### config.mk
export PLATFORM = sky130hd
export DESIGN_NAME = llsg_divpipe
export DESIGN_NICKNAME = d
export VERILOG_FILES = /design/src/sv/llsg_pkg.sv /design/src/sv/llsg_divpipe.sv
export SDC_FILE = /design/constraint.sdc
export NUM_CORES = 2
export LEC_CHECK = 0
export BUFFER_PORTS_ARGS = -buffer_cell sky130_fd_sc_hd__clkbuf_2
export CORE_UTILIZATION = 60
export DETAILED_ROUTE_END_ITERATION = 6
export GPL_TIMING_DRIVEN = 0
export PLACE_DENSITY = 0.85
export SLEW_MARGIN = 15
export SYNTH_ARGS = -nofsm -noshare
export SYNTH_HDL_FRONTEND = slang
export SYNTH_SLANG_ARGS = --single-unit
### constraint.sdc
create_clock -name clk -period 5.93 [get_ports clk]
set_clock_uncertainty 0.1 [all_clocks]
set_input_delay 0.8895 -clock clk [delete_from_list [all_inputs] [get_ports clk]]
set_output_delay 0.8895 -clock clk [all_outputs]
set_load 0.05 [all_outputs]
### src/sv/llsg_pkg.sv
`default_nettype none
package llsg_pkg;

    localparam int LEN_W   = 31;
    localparam int BEATS_W = 16;
    localparam int BYTE_W  = 8;
    localparam int GDIV_W  = 3;
    localparam int NUM_W   = 20;
    localparam int DEN_W   = 8;
    localparam int POS_W   = 32;
    localparam int IDX_W   = 20;
    localparam int CIDX_W  = 8;
    localparam int CDATA_W = 32;
    localparam int SPAN_W  = LEN_W + DEN_W;
    localparam int OUT_W   = 56;

    localparam logic [CIDX_W-1:0] REG_LOOP_LEN    = 8'd0;
    localparam logic [CIDX_W-1:0] REG_TOTAL_BEATS = 8'd1;
    localparam logic [CIDX_W-1:0] REG_BEATS_BAR   = 8'd2;
    localparam logic [CIDX_W-1:0] REG_NOTE_VALUE  = 8'd3;
    localparam logic [CIDX_W-1:0] REG_GRID_DIV    = 8'd4;

    localparam logic [GDIV_W-1:0] GDIV_OFF       = 3'd0;
    localparam logic [GDIV_W-1:0] GDIV_BAR       = 3'd1;
    localparam logic [GDIV_W-1:0] GDIV_HALF      = 3'd2;
    localparam logic [GDIV_W-1:0] GDIV_QUARTER   = 3'd3;
    localparam logic [GDIV_W-1:0] GDIV_EIGHTH    = 3'd4;
    localparam logic [GDIV_W-1:0] GDIV_SIXTEENTH = 3'd5;

    typedef struct packed {
        logic [LEN_W-1:0]  loop_len;
        logic [NUM_W-1:0]  ratio_num;
        logic [DEN_W-1:0]  ratio_den;
        logic [SPAN_W-1:0] span;
        logic              grid_valid;
    } cfg_t;

endpackage
`default_nettype wire

### src/sv/llsg_divpipe.sv
`default_nettype none
module llsg_divpipe #(
    parameter int DVD_W  = 51,
    parameter int DIV_W  = 39,
    parameter int Q_W    = 20,
    parameter int SIDE_W = 8
) (
    input  wire logic              clk,
    input  wire logic              rst_n,
    input  wire logic              en,
    input  wire logic              in_valid,
    input  wire logic [DVD_W-1:0]  dividend,
    input  wire logic [DIV_W-1:0]  divisor,
    input  wire logic [SIDE_W-1:0] in_side,
    output logic                   out_valid,
    output logic [Q_W-1:0]         quotient,
    output logic [SIDE_W-1:0]      out_side
);
    import llsg_pkg::*;

    logic [DIV_W-1:0]  rem_reg  [Q_W];
    logic [Q_W-1:0]    low_reg  [Q_W];
    logic [SIDE_W-1:0] side_reg [Q_W];
    logic [Q_W-1:0]    valid_reg;

    logic [DIV_W-1:0]  rem_in   [Q_W];
    logic [Q_W-1:0]    low_in   [Q_W];
    logic [SIDE_W-1:0] side_in  [Q_W];
    logic [Q_W-1:0]    valid_in;

    assign rem_in[0]   = DIV_W'(dividend[DVD_W-1:Q_W]);
    assign low_in[0]   = dividend[Q_W-1:0];
    assign side_in[0]  = in_side;
    assign valid_in[0] = in_valid;

    for (genvar k = 0; k < Q_W; k++)
    begin : g_step
        logic [DIV_W:0] trial;
        logic [DIV_W:0] diff;
        logic           fits;

        if (k > 0)
        begin : g_link
            assign rem_in[k]   = rem_reg[k-1];
            assign low_in[k]   = low_reg[k-1];
            assign side_in[k]  = side_reg[k-1];
            assign valid_in[k] = valid_reg[k-1];
        end

        assign trial = {rem_in[k], low_in[k][Q_W-1]};
        assign fits  = trial >= {1'b0, divisor};
        assign diff  = trial - {1'b0, divisor};

        always_ff @(posedge clk or negedge rst_n)
        begin
            if (!rst_n)
                valid_reg[k] <= 1'b0;
            else if (en)
                valid_reg[k] <= valid_in[k];
        end

        always_ff @(posedge clk)
        begin
            if (en)
            begin
                rem_reg[k]  <= fits ? diff[DIV_W-1:0] : trial[DIV_W-1:0];
                low_reg[k]  <= {low_in[k][Q_W-2:0], fits};
                side_reg[k] <= side_in[k];
            end
        end
    end

    assign out_valid = valid_reg[Q_W-1];
    assign quotient  = low_reg[Q_W-1];
    assign out_side  = side_reg[Q_W-1];

endmodule
`default_nettype wire

---- After elaboration in Yosys (flattened, before gate mapping) ----
Memory sizes are Yosys's and may differ from the RTL's.
Cells that the tools add are included.
cells by class
  $lt $le $gt $ge ......................... 20
  mux-type cells .......................... 22
  add/subtract/negate cells ............... 20
operators with widths
  cell              number
  $mux W39          20
  $ge A40 B39 Y1    19
  $sub A39 B39 Y39  19
  $ge A32 B39 Y1    1
  $sub A32 B39 Y39  1
  $mux W1           2
word-level totals
  output and inout port bits .............. 29
  register bits ........................... 20
  RAM bits ................................ 1340
  memories ................................ 3
memories
  name      words  width  read ports  clocked after memory_dff  write ports  line                source
  rem_reg   20     39     19          0                         20           llsg_divpipe.sv:21  logic [DIV_W-1:0] rem_reg [Q_W];
  low_reg   20     20     20          0                         20           llsg_divpipe.sv:22  logic [Q_W-1:0] low_reg [Q_W];
  side_reg  20     8      20          0                         20           llsg_divpipe.sv:23  logic [SIDE_W-1:0] side_reg [Q_W];

---- Depth between registers and ports, before layout ----
An unclocked memory read counts as a cell.
  word-level depth ........................ 3
  gate-level depth with buffers ........... 17
  depth with buffers taken out ............ 15

---- Least setup slack after synthesis ----
OpenSTA, ideal clock, no wires.
  path type ............................... in2reg
  start point ............................. input divisor[2]
  end point ............................... memory rem_reg[2][32], data pin
  cell stages on the path ................. 14
  library setup time ...................... 0.260 ns
  arrival ................................. 4.265 ns
  data required time ...................... 5.570 ns
  path buffers ............................ 1
  setup slack ............................. 1.305 ns
  cell sequence ........................... inv_1 -> ha_1 -> nor2b_1 -> o21ai_1 -> a21boi_1 -> o31a_1 -> o21ai_2 -> o31ai_1 -> a221o_1 -> a211o_1 -> a211o_1 -> a21boi_2 -> buf_4 -> mux2_2
RTL lines
  what             line                source
  start, declared  llsg_divpipe.sv:13  input wire logic [DIV_W-1:0] divisor,
  end, declared    llsg_divpipe.sv:21

==> impl_metrics.csv <==
group,metric,value,unit
grt,grtUsageTotal,33.1,%
synthesis,yosysMostFrequentCell,"edfxtp_1",
grt,antenna_found_initial,5,
grt,grt_pass1_vias,65900,
finish,multi_input_area,44700,µm²
worst_setup_path,cp_cell_sequence,"buf_2 -> ha_1 -> fa_1 -> nand2b_1 -> a21oi_1 -> o31ai_1 -> a211oi_1 -> o21ai_0 -> a21oi_1 -> a211o_1 -> a21bo_2 -> clkbuf_1 -> inv_1 -> clkbuf_1 -> clkbuf_1 -> nand2_1 -> o21ai_0",
clock_network,cts_tree,"yes",
synthesis,synth_common_cells,"edfxtp_1 (1301), a21oi_1 (858), ha_1 (773), nand2_1 (646), o21ai_0 (602)",
synthesis,seq_area_frac_synth,46.0,%
worst_setup_path,reg2reg_to,"rem_reg[18][35]",
min_path,worstHoldStart,"dividend[17]",
clock_network,numCtsBuffers,146,
synthesis,syn_inst,8125,
clock_network,root_buffer,"clkbuf_16",
min_path,holdCritPathClass,"in2reg",
drt,route.detailed.drc,1,
worst_setup_path,path_class,"in2reg",
pwr,power_density,584,nW/µm²
drt,vias,67700,
floorplan,die_x,381,µm
timing,finalSetupViolations,0,
clock_network,clock_path_buffers,3,
finish,largest_register_ffs,741,
timing,rsz0062_at_grt,"no",
synthesis,synth_area,86100,µm²
floorplan,core-area,142000,µm²
drt,wl_per_cell,23.4,µm
drt,vias_per_cell,6.46,
worst_setup_path,rr_startpoint,"low_reg[17][19]",
timing,fin_crit,5850,ps
grt,grt_first_pass_wirelength,373,mm
floorplan,ios,131,
synthesis,synth_area_per_cell,10.6,µm²
worst_setup_path,worstPathRequired,6410,ps
worst_setup_path,reg2reg_depth,15,
synthesis,synthTopCellsByArea,"edfxtp_1 (45%), ha_1 (11%), a21oi_1 (5.0%)",
place,gp_congestion,0.962,
timing,worst_slew_pin_slew,1140,ps
synthesis,yosysUniqueCellTypes,90,
worst_setup_path,cp-start-kind,"input port",
clock_network,clk_latency,810,ps
floorplan,die_h,381,µm
clock_network,post-cts-setup-buffers,0,
min_path,worstHoldEndpoint,"low_reg[0][18]",
run_status,outcome,"finished with violations",
worst_setup_path,cp.arrival,6330,ps
clock_network,clkSinkCount,1321,
finish,fin_nets,9348,
worst_setup_path,end_kind,"flop",
synthesis,syn-num-nets,9019,
pwr,vdd_drop_max,0.000384,V
flow_run,drv_cap,0,
place,port_buffers,130,
worst_setup_path,cp.buffers_inverters,5,
min_path,hold-path-cell-count,1,
worst_setup_path,critical_path.max_stage_delay,840,ps
floorplan,rows,138,
timing,finalHoldViolations,0,
timing,slew_violations,0,
synthesis,synth_ff_type,"edfxtp_1",
worst_setup_path,crit_path_frequent_cell,"clkbuf_1",
drt,drtAntennaViolNets,0,
drt,first_pass_iters,7,
finish,areaGrowthSynthToFinish,10.7,%
timing,fin_crit_sh,98.7,%
finish,fill_cells,10700,
run_status,violations,"DRC",
finish,drive_above_1_share,9.68,%
synthesis,synthArstFlopShare,1.51,%
synthesis,ys_ff_latch,1321,
synthesis,synth_edf_count,1301,
worst_setup_path,slowest_stage,"buf_2",
worst_setup_path,r2r_slack,720,ps
floorplan,dieArea,145000,µm²
drt,first_iter_violations,6611,
synthesis,synth_top_area_share,45.4,%
synthesis,yosysTopAreaCell,"edfxtp_1",
drt,wirelength,245,mm
clock_network,cts_htree_levels,4,
finish,register_area,39600,µm²
clock_network,path_clk_slew,60,ps
pwr,total_power,55.6,mW
pwr,p_leak,38.3,nW
floorplan,initial_core_util,60.6,%
grt,grt_max_degree,108,
place,dp_hpwl,180,mm
worst_setup_path,cp_top_family,"buffers and inverters",
timing,slew_headroom,23.8,%
worst_setup_path,cp_max_fo,20,
timing,fin_hold_ws,153,ps
synthesis,ys_warn_count,0,
grt,overflow,0,
timing,max_freq,171,MHz
[worst max-delay path by stage]
stage / startpoint / to / slack [ps] / cells past startpoint
after floorplan: divisor[2] / rem_reg[2][32] / 1300 / 14
after global placement: en / low_reg[19][5] / -17830 / 1
after detailed placement: divisor[0] / rem_reg[18][35] / -490 / 15
after CTS: divisor[0] / rem_reg[18][35] / 290 / 15
after global routing: divisor[0] / rem_reg[3][16] / 20 / 17
final: divisor[0] / rem_reg[3][15] / 80 / 17
[placed cells by master (no fill, tap or decap), drive strengths merged, types with 24 or more instances in the layout]
| master | instances |
|---|---|
| and2 | 32 |
| and3 | 80 |
| nor2 | 504 |
| nand3 | 130 |
| o21bai | 101 |
| nand2b | 110 |
| nor4 | 26 |
| edfxtp | 1301 |
| nand2 | 646 |
| a21oi | 858 |
| xnor2 | 377 |
| o21ai | 615 |
| a21boi | 24 |
| nor2b | 133 |
| a31oi | 93 |
| a21o | 435 |
| a211oi | 49 |
| ha | 773 |
| clkinv | 62 |
| o31ai | 55 |
| buf | 98 |
| inv | 244 |
| o211ai | 37 |
| nor3 | 95 |
| mux2 | 282 |
| clkbuf | 491 |
| xor2 | 269 |
| o21a | 84 |
| o31a | 28 |
| nand4 | 133 |
| or2 | 32 |
[per-layer routing]
| layer | part of all wire (%) | global-route usage (%) |
|---|---|---|
| met4 | 7.4 | 22.2 |
| met2 | 45 | 53.1 |
| met5 | 0 | 0 |
| met1 | 39 | 40.9 |
| met3 | 8.4 | 5.90 |
[cell families after synthesis]
logic type                 synth area share [%]
adders and majority gates                  11.7
xor gates and xnor gates                   6.57
AOI/OAI and AO/OA                          18.8
buffers and inverters                      2.15
and+or+nand+nor                            11.0
DFF                                        46.0
muxes                                      3.88
[per-stage QoR]
step | utilization [%] | cell area, µm² | worst slack [ps] | setup TNS [ps] | cells
final | 67.1 | 95300 | 77.1 | 0 | 10500
after floorplan | - | 86100 | 1300 | 0 | 8125
after global routing | 67.1 | 95300 | 20.3 | 0 | 10500
after detailed placement | 63.6 | 90300 | -494 | -41860 | 10200
after global placement | 62.8 | 89100 | -17830 | - | 10100
after CTS | 67.1 | 95300 | 293 | 0 | 10500
[layout make-up]
| type | instances | area share (%) |
|---|---|---|
| Clock buffer | 167 | 3.94 |
| Clock inverter | 103 | 1.28 |
| Timing Repair Buffer | 181 | 1.93 |
| Buffer | 242 | 1.03 |
| Antenna cell | 4 | 0.0105 |
| Sequential cell | 1321 | 41.5 |
| Tap cell | 1890 | 2.48 |
| Inverter | 232 | 0.919 |
| Multi-Input combinational cell | 6330 | 46.9 |
[timing repair]
action,in CTS,in global routing
endpoints found under the hold margin,20,0
resized for setup,0,1
endpoints found under the setup margin,0,7
hold buffers,1,0
[where the power goes]
part | total, mW | switching [mW] | internal (mW)
combinational | 29.3 | 17.4 | 12.0
clock | 9.37 | 4.03 | 5.34
sequential | 16.9 | 2.03 | 14.9
total | 55.6 | 23.4 | 32.2
(Power assumes the default switching activity.)
