File: src/sv/llsg_pkg.sv
`default_nettype none
package llsg_pkg;

    localparam int LEN_W   = 31;
    localparam int BEATS_W = 16;
    localparam int BYTE_W  = 8;
    localparam int GDIV_W  = 3;
    localparam int NUM_W   = 20;
    localparam int DEN_W   = 8;
    localparam int POS_W   = 32;
    localparam int IDX_W   = 20;
    localparam int CIDX_W  = 8;
    localparam int CDATA_W = 32;
    localparam int SPAN_W  = LEN_W + DEN_W;
    localparam int OUT_W   = 56;

    localparam logic [CIDX_W-1:0] REG_LOOP_LEN    = 8'd0;
    localparam logic [CIDX_W-1:0] REG_TOTAL_BEATS = 8'd1;
    localparam logic [CIDX_W-1:0] REG_BEATS_BAR   = 8'd2;
    localparam logic [CIDX_W-1:0] REG_NOTE_VALUE  = 8'd3;
    localparam logic [CIDX_W-1:0] REG_GRID_DIV    = 8'd4;

    localparam logic [GDIV_W-1:0] GDIV_OFF       = 3'd0;
    localparam logic [GDIV_W-1:0] GDIV_BAR       = 3'd1;
    localparam logic [GDIV_W-1:0] GDIV_HALF      = 3'd2;
    localparam logic [GDIV_W-1:0] GDIV_QUARTER   = 3'd3;
    localparam logic [GDIV_W-1:0] GDIV_EIGHTH    = 3'd4;
    localparam logic [GDIV_W-1:0] GDIV_SIXTEENTH = 3'd5;

    typedef struct packed {
        logic [LEN_W-1:0]  loop_len;
        logic [NUM_W-1:0]  ratio_num;
        logic [DEN_W-1:0]  ratio_den;
        logic [SPAN_W-1:0] span;
        logic              grid_valid;
    } cfg_t;

endpackage
`default_nettype wire

File: src/sv/llsg_cfg.sv
`default_nettype none
module llsg_cfg (
    input  wire logic                         clk,
    input  wire logic                         rst_n,
    input  wire logic                         cfg_valid,
    input  wire logic [llsg_pkg::CIDX_W-1:0]  cfg_index,
    input  wire logic [llsg_pkg::CDATA_W-1:0] cfg_data,
    output llsg_pkg::cfg_t                    cfg
);
    import llsg_pkg::*;

    logic [LEN_W-1:0]   loop_len_reg, loop_len_next;
    logic [BEATS_W-1:0] beats_reg, beats_next;
    logic [BYTE_W-1:0]  bpb_reg, bpb_next;
    logic [BYTE_W-1:0]  note_reg, note_next;
    logic [GDIV_W-1:0]  gdiv_reg, gdiv_next;
    logic [NUM_W-1:0]   num_reg, num_next;
    logic [DEN_W-1:0]   den_reg, den_next;
    logic [SPAN_W-1:0]  span_reg, span_next;

    always_comb
    begin
        loop_len_next = loop_len_reg;
        beats_next    = beats_reg;
        bpb_next      = bpb_reg;
        note_next     = note_reg;
        gdiv_next     = gdiv_reg;
        if (cfg_valid)
        begin
            unique case (cfg_index)
                REG_LOOP_LEN:    loop_len_next = cfg_data[LEN_W-1:0];
                REG_TOTAL_BEATS: beats_next    = cfg_data[BEATS_W-1:0];
                REG_BEATS_BAR:   bpb_next      = cfg_data[BYTE_W-1:0];
                REG_NOTE_VALUE:  note_next     = cfg_data[BYTE_W-1:0];
                REG_GRID_DIV:    gdiv_next     = cfg_data[GDIV_W-1:0];
                default:         ;
            endcase
        end
    end

    always_comb
    begin
        num_next = '0;
        den_next = DEN_W'(1);
        if (beats_next != '0 && bpb_next != '0 && note_next != '0)
        begin
            unique case (gdiv_next)
                GDIV_BAR:
                begin
                    num_next = NUM_W'(beats_next);
                    den_next = bpb_next;
                end
                GDIV_HALF:
                begin
                    num_next = NUM_W'({beats_next, 1'b0});
                    den_next = note_next;
                end
                GDIV_QUARTER:
                begin
                    num_next = NUM_W'({beats_next, 2'b0});
                    den_next = note_next;
                end
                GDIV_EIGHTH:
                begin
                    num_next = NUM_W'({beats_next, 3'b0});
                    den_next = note_next;
                end
                GDIV_SIXTEENTH:
                begin
                    num_next = NUM_W'({beats_next, 4'b0});
                    den_next = note_next;
                end
                default: ;
            endcase
        end
        span_next = SPAN_W'(loop_len_next) * SPAN_W'(den_next);
    end

    always_ff @(posedge clk or negedge rst_n)
    begin
        if (!rst_n)
        begin
            loop_len_reg <= '0;
            beats_reg    <= '0;
            bpb_reg      <= BYTE_W'(4);
            note_reg     <= BYTE_W'(4);
            gdiv_reg     <= GDIV_OFF;
            num_reg      <= '0;
            den_reg      <= DEN_W'(1);
            span_reg     <= '0;
        end
        else
        begin
            loop_len_reg <= loop_len_next;
            beats_reg    <= beats_next;
            bpb_reg      <= bpb_next;
            note_reg     <= note_next;
            gdiv_reg     <= gdiv_next;
            num_reg      <= num_next;
            den_reg      <= den_next;
            span_reg     <= span_next;
        end
    end

    assign cfg.loop_len   = loop_len_reg;
    assign cfg.ratio_num  = num_reg;
    assign cfg.ratio_den  = den_reg;
    assign cfg.span       = span_reg;
    assign cfg.grid_valid = (num_reg != '0) && (den_reg != '0);

endmodule
`default_nettype wire

File: config.mk
export PLATFORM = sky130hd
export DESIGN_NAME = llsg_cfg
export DESIGN_NICKNAME = d
export VERILOG_FILES = /design/src/sv/llsg_pkg.sv /design/src/sv/llsg_cfg.sv
export SDC_FILE = /design/constraint.sdc
export NUM_CORES = 1
export LEC_CHECK = 0
export BUFFER_PORTS_ARGS = -buffer_cell sky130_fd_sc_hd__buf_2
export CORE_ASPECT_RATIO = 1.2
export CORE_MARGIN = 3
export CORE_UTILIZATION = 40
export CTS_CLUSTER_SIZE = 24
export DETAILED_ROUTE_END_ITERATION = 16
export GPL_ROUTABILITY_DRIVEN = 0
export HOLD_SLACK_MARGIN = 0.12
export MAX_ROUTING_LAYER = met4
export PLACE_DENSITY = 0.57
export SKIP_LAST_GASP = 1
export SLEW_MARGIN = 20
export SYNTH_ARGS = -nofsm -noshare
export SYNTH_HDL_FRONTEND = slang
export SYNTH_SLANG_ARGS = --single-unit
File: constraint.sdc
create_clock -name clk -period 18 [get_ports clk]
set_input_delay 2.7 -clock clk [delete_from_list [all_inputs] [get_ports clk]]
set_output_delay 2.7 -clock clk [all_outputs]
set_load 0.01 [all_outputs]
Word level (Yosys, flattened, before mapping)

Cells that the tools add are included.
Widths: inputs -> output; s select.

Eq/ne operators: 9
$mul: 1
Muxes and demuxes: 14
Reductions and logical operators: 10

Operator list:

| cell               | number |
|---|---|
| $pmux 20 s5        | 1 |
| $mux 31            | 2 |
| $mux 8             | 5 |
| $mul 31x8->39      | 1 |
| $mux 16            | 2 |
| $reduce_bool 8->1  | 3 |
| $mux 20            | 1 |
| $reduce_bool 20->1 | 1 |
| $eq 8x2->1 const B | 2 |
| $pmux 8 s2         | 1 |
| $reduce_bool 16->1 | 1 |
| $eq 8x1->1 const B | 1 |
| $eq 8x3->1 const B | 1 |
| $logic_not 8->1    | 1 |
| $eq 3x2->1 const B | 2 |
| $eq 3x3->1 const B | 2 |
| $mux 3             | 2 |
| $reduce_or 4->1    | 1 |
| $eq 3x1->1 const B | 1 |
| $logic_and 1x1->1  | 3 |

Output and inout bits: 99
Register bits: 133

Depth between registers and ports, before layout

Depth in word-level cells: 8
Depth in mapped cells: 28
Depth with buffers taken out: 25

Least setup slack after synthesis

OpenSTA, ideal clock, no wires.

Path type: input -> register
From: input port cfg_index[7] (netlist bit)
To: register span_reg[38]
Setup slack: 9.424 ns
Data arrival time: 8.435 ns
Data required time: 17.859 ns
Cell stages on the path: 25
Setup time: 0.141 ns
Cells stage by stage: nor4_2 -> and3b_1 -> buf_4 -> nand2_4 -> mux2_4 -> o2111ai_4 -> buf_6 -> buf_6 -> or2b_2 -> nor2_1 -> fa_1 -> fa_1 -> fa_1 -> inv_1 -> fa_1 -> inv_1 -> ha_1 -> and3_1 -> a221o_1 -> a221oi_2 -> a21oi_1 -> o21ai_2 -> a21oi_1 -> nor4_1 -> a211oi_1

Word-level cells in the longest chain between the ends: 8
Elaborated cells on any way between the ends: 29
Those cells by class: 1 x mul; 9 x eq/ne; 12 x mux; 7 x reduce/logical

RTL lines:

| element                         | line            | source |
|---|---|---|
| start: declaration              | llsg_cfg.sv:6   | `input wire logic [llsg_pkg::CIDX_W-1:0] cfg_index,` |
| $eq 8x1->1                      | llsg_cfg.sv:30  | `unique case (cfg_index)` |
| $mux 16                         | llsg_cfg.sv:30  |  |
| $mux 16                         | llsg_cfg.sv:28  | `if (cfg_valid)` |
| named net beats_next[3]         | llsg_cfg.sv:13  | `logic [BEATS_W-1:0] beats_reg, beats_next;` |
| $reduce_bool 16->1              | llsg_cfg.sv:45  | `if (beats_next != '0 && bpb_next != '0 && note_next != '0)` |
| $logic_and 1x1->1 (2 in series) | llsg_cfg.sv:45  |  |
| $mux 8                          | llsg_cfg.sv:45  |  |
| $mul 31x8->39                   | llsg_cfg.sv:76  | `span_next = SPAN_W'(loop_len_next) * SPAN_W'(den_next);` |
| named net span_next[38]         | llsg_cfg.sv:19  | `logic [SPAN_W-1:0] span_reg, span_next;` |
| end signal: assignment          | llsg_cfg.sv:101 | `span_reg <= span_next;` |
| end: declaration                | llsg_cfg.sv:19  |  |

The timed path passes the listed nets, and every way through them passes these cells.

Worst setup path in the final report

From: input port cfg_index[7] (netlist bit)
To: register span_reg[36]

Word-level cells in the longest chain between the ends: 8
Elaborated cells on any way between the ends: 29
Those cells by class: 1 x mul; 9 x eq/ne; 12 x mux; 7 x reduce/logical

RTL lines:

| element                                                               | line                           | source |
|---|---|---|
| $eq 8x3->1, or another cell as far along                              | llsg_cfg.sv:30                 |  |
| $mux 3, or another cell as far along                                  | llsg_cfg.sv:30                 |  |
| $mux 3, or another cell as far along                                  | llsg_cfg.sv:28                 |  |
| $eq 3x3->1, or another cell as far along                              | llsg_cfg.sv:47                 | `unique case (gdiv_next)` |
| $reduce_or 4->1 (no line) / $logic_and 1x1->1 (equally long branches) | n/a                            |  |
| $pmux 8 s2 / $logic_and 1x1->1 (equally long branches)                | llsg_cfg.sv:47, llsg_cfg.sv:45 |  |
| $mux 8                                                                | llsg_cfg.sv:45                 |  |
| $mul 31x8->39 (*)                                                     | llsg_cfg.sv:76                 |  |
| named net span_next[36]                                               | llsg_cfg.sv:19                 |  |

The timed path passes the listed nets; every way through them passes the cells marked *.

==> results.txt <==
CTS placed an instance of sky130_fd_sc_hd__clkbuf_16 at the clock tree root. The vertical die dimension came out at 203 µm. The global routing usage summed across all routing layers is 0.217. The total iterations of the first detailed-routing run is 7.

Across all register-to-register paths, the minimum setup slack is around 11,000 ps. The die covers 34,700 µm². The actual slew at the worst max-slew pin is 1190 ps. The met3 usage in global routing came out at 0.0262. Traced cell by cell, the critical path runs through buf_2 > nor4_2 > and3b_1 > nand3_4 > a21oi_2 > nor2_1 > a21oi_4 > nor2_1 > fa_1 > fa_1 > fa_1 > inv_1 > fa_1 > inv_1 > ha_1 > and3_1 > a221o_1 > a221oi_2 > o21ai_0 > a21oi_1 > o31ai_1 > a21oi_1 > xnor2_1. The worst relative slew slack came out at 0.207.

The total power after layout came out at about 770 µW. The final number of hold-violating endpoints came out at 0. The number of clock sinks is 133. The worst clock skew came out at 20.5 ps. The mean number of vias per cell came out at 5.34. Setup repair after global routing left no endpoint under its margin. The kind of cell adding the most delay to the critical path is compound AO/OA/AOI/OAI gates. The boundary pin count came out at 142. The total leakage power came out at 8.18 nW. When the netlist entered floorplanning its net count stood at approximately 1,600. In this run the power density over the cells is 52.9 nW/µm². The flip-flop count of the largest register, all copies and words added is 39. met2 is the most crowded layer. The largest individual stage delay along the critical path comes from the cell sky130_fd_sc_hd__a21oi_4. Buffers inserted to repair hold after CTS numbered 0. After synthesis, the cell types taking the most area are sky130_fd_sc_hd__fa_1, sky130_fd_sc_hd__dfrtp_1, sky130_fd_sc_hd__nor2_1.

Once layout is complete, the cells apart from fillers number 1,870. sky130_fd_sc_hd__fa_1 takes more of the synthesized area than any other cell. The total overflow reported by the global router is 0. The max-slew violation count is 0.

The total of endpoints with negative setup slack in the final report came out at 0. The DRC violation total after the first TritonRoute iteration came out at 752. The most used flip-flop cell after synthesis is sky130_fd_sc_hd__dfrtp_1. The critical path contains buffers and inverters numbering 3 combined. The worst setup path is of the input pin to flop kind. The critical path's most frequent cell is sky130_fd_sc_hd__fa_1. The post-synthesis instance area came out at about 13,000 µm². The run finished with clean final reports.

Clock latency on the worst-skew pair, taken at its later pin, is 440 ps. The count of mapped cells out of synthesis is 1,344. The path class of the tightest hold or removal check is flop to flop. Static timing analysis puts the maximum clock frequency at 99.8 MHz. Entering global routing, the biggest net connects 82 pins. Max-cap violations in this run came to 0. For this run, the register share of the synthesized area comes to 0.257.

The count of flip-flops with a built-in enable after synthesis came out at 0. The worst hold slack came out at roughly 520 ps. The met1 demand-to-capacity share in global routing is 0.280.

The diode insertion count for antenna repair is 0. The initial core utilization is 0.409. The total number of H-tree levels is 4. The average wire per cell in the routed design came out at between 15 and 20 µm. STA classifies the critical path startpoint as an input pin. The count of buffers added on input and output ports is 140. The share of synthesized area in the top cell type comes to 0.268. The post-route fraction of the period consumed by the critical path is 0.557. The share of the core filled with cells came out at 0.460. The fraction of final layout cells sized beyond drive strength 1 came out at 0.161. At the worst endpoint, the arrival time is about 10,000 ps. The number of buffers between clock root and the deepest sink came out at 2. The fraction of registers with async set or reset after synthesis is 1.00. The number of warnings printed during yosys synthesis is 0. Wires add up to 34.7 mm. The number of different library cells in the post-synthesis netlist is 69.

For this run, design rule violations remaining after detail routing come to 0. The net count reported at finish came out at 1,732. Counting tap cells, the placed design contains a total of 1,838 instances. A synthesized cell averages 9.66 µm². The delay of the slowest cell on the worst path came out at slightly above 900 ps. After synthesis the netlist holds a flip-flop and latch count of ~130. The number of nets with antenna violations after detailed routing is 0. The total of cells resized after clock tree synthesis came out at 0. The width of the chip came out at 170 µm.

The final critical-path required period is 10,020 ps. Relative to the synthesized area, the layout overhead comes to 12.4%. The count of buffers added by post-CTS timing repair for setup is 0. The worst setup path is captured at a flop. The required arrival time at the worst endpoint came out at 18,350 ps. Setup total negative slack on the finished layout was measured at 0 ps. TritonCTS built the clock tree. For this block, the via count after detailed routing is between 9,000 and 10,000.

The clock transition at the registers of the reported paths is about 70 ps. The detailed-placement wirelength estimate is ~26 mm. The number of buffers created by CTS is 17. The initial antenna violation count is 0. In this run the standard cell core region covers ~32,000 µm². The met2 demand-to-capacity share in global routing came out at 0.370. The worst-case IR drop observed on VDD is 0.0557 mV.

The via count of the first global-routing pass came out at 10,457. In this run the core area contains 71 standard-cell rows. The global-route wire length before repair is 57.3 mm. Of all nets on the critical path, the largest fanout is 32.
synthesized netlist by cell type (all sizes together) (16+ instances only):
cell,number
nor2,236
inv,207
fa,174
dfrtp,130
a21oi,68
nand2b,67
ha,59
mux2i,45
buf,40
o21ai,35
nand2,33
a21o,29
xnor2,20
mux2,19
nor4,19
o211ai,16
layer usage:
| metal | up-vias | share of wire |
|---|---|---|
| met2 | 285 | 0.52 |
| li1 | 4553 | - |
| met4 | 0 | 0.012 |
| met3 | 29 | 0.044 |
| met1 | 5117 | 0.43 |
| met5 | - | 0 |
cell families after synthesis:
| kind of cell | after synthesis | share of synthesized area |
|---|---|---|
| fa+ha+maj | 233 | 0.325 |
| compound gates | 203 | 0.108 |
| buf+inv | 261 | 0.0836 |
| xor+xnor | 34 | 0.0229 |
| mux | 64 | 0.0515 |
| simple gates | 416 | 0.152 |
| flops | 133 | 0.257 |
placed cells by master (no fill, tap or decap), types with 5 or more instances in the layout:
master / n
sky130_fd_sc_hd__inv_1: 207
sky130_fd_sc_hd__nor4_1: 18
sky130_fd_sc_hd__a21o_1: 28
sky130_fd_sc_hd__clkbuf_16: 17
sky130_fd_sc_hd__o21bai_1: 8
sky130_fd_sc_hd__nor3_1: 9
sky130_fd_sc_hd__nand4_1: 8
sky130_fd_sc_hd__mux2i_1: 44
sky130_fd_sc_hd__nor2_1: 235
sky130_fd_sc_hd__o211ai_1: 16
sky130_fd_sc_hd__nand2_1: 31
sky130_fd_sc_hd__fa_1: 174
sky130_fd_sc_hd__dfrtp_1: 130
sky130_fd_sc_hd__a21oi_1: 60
sky130_fd_sc_hd__or2_2: 5
sky130_fd_sc_hd__xor2_1: 14
sky130_fd_sc_hd__buf_2: 139
sky130_fd_sc_hd__xnor2_1: 20
sky130_fd_sc_hd__o21ai_0: 32
sky130_fd_sc_hd__mux2_2: 18
sky130_fd_sc_hd__or2_1: 5
sky130_fd_sc_hd__a222oi_1: 15
sky130_fd_sc_hd__nand2b_1: 67
sky130_fd_sc_hd__buf_4: 7
sky130_fd_sc_hd__nand3_1: 11
sky130_fd_sc_hd__inv_6: 5
sky130_fd_sc_hd__ha_1: 59
cell type report:
class	count	area, µm²
Tap cell	401	502
Clock buffer	17	425
Inverter	207	777
Timing Repair Buffer	147	759
Sequential cell	133	3330
Multi-Input combinational cell	950	8630
Clock inverter	15	160
Fill cell	3053	17100
through the flow:
stage	area, µm²	worst slack (ps)
3_3_place_gp	14000	7660
6_report	14600	7980
4_1_cts	14600	8070
5_1_grt	14600	7590
2_1_floorplan	13000	9420
3_5_place_dp	14000	7590
worst paths after layout:
kind,start,endpoint,depth (start not counted)
worst min-delay path,loop_len_reg[18],loop_len_reg[18],2
max in group asynchronous,rst_n,num_reg[3],2
worst min register to register,loop_len_reg[18],loop_len_reg[18],2
worst max-delay path,cfg_index[7],span_reg[36],23
min in group asynchronous,rst_n,span_reg[18],1
worst max register to register,beats_reg[15],span_reg[36],22
worst min-delay path, stage by stage, from the launching register on:
cell and delay [ps]:
sky130_fd_sc_hd__dfrtp_1 340, sky130_fd_sc_hd__mux2i_1 80, sky130_fd_sc_hd__inv_1 70
report_power, final:
group / total (mW) / internal [mW] / leakage, nW / switching [mW]
clock: 0.361 / 0.197 / 0.285 / 0.164
combinational: 0.0952 / 0.0320 / 6.07 / 0.0632
sequential: 0.315 / 0.310 / 1.83 / 0.00550
Note: power is estimated with default switching activity, not from simulation.
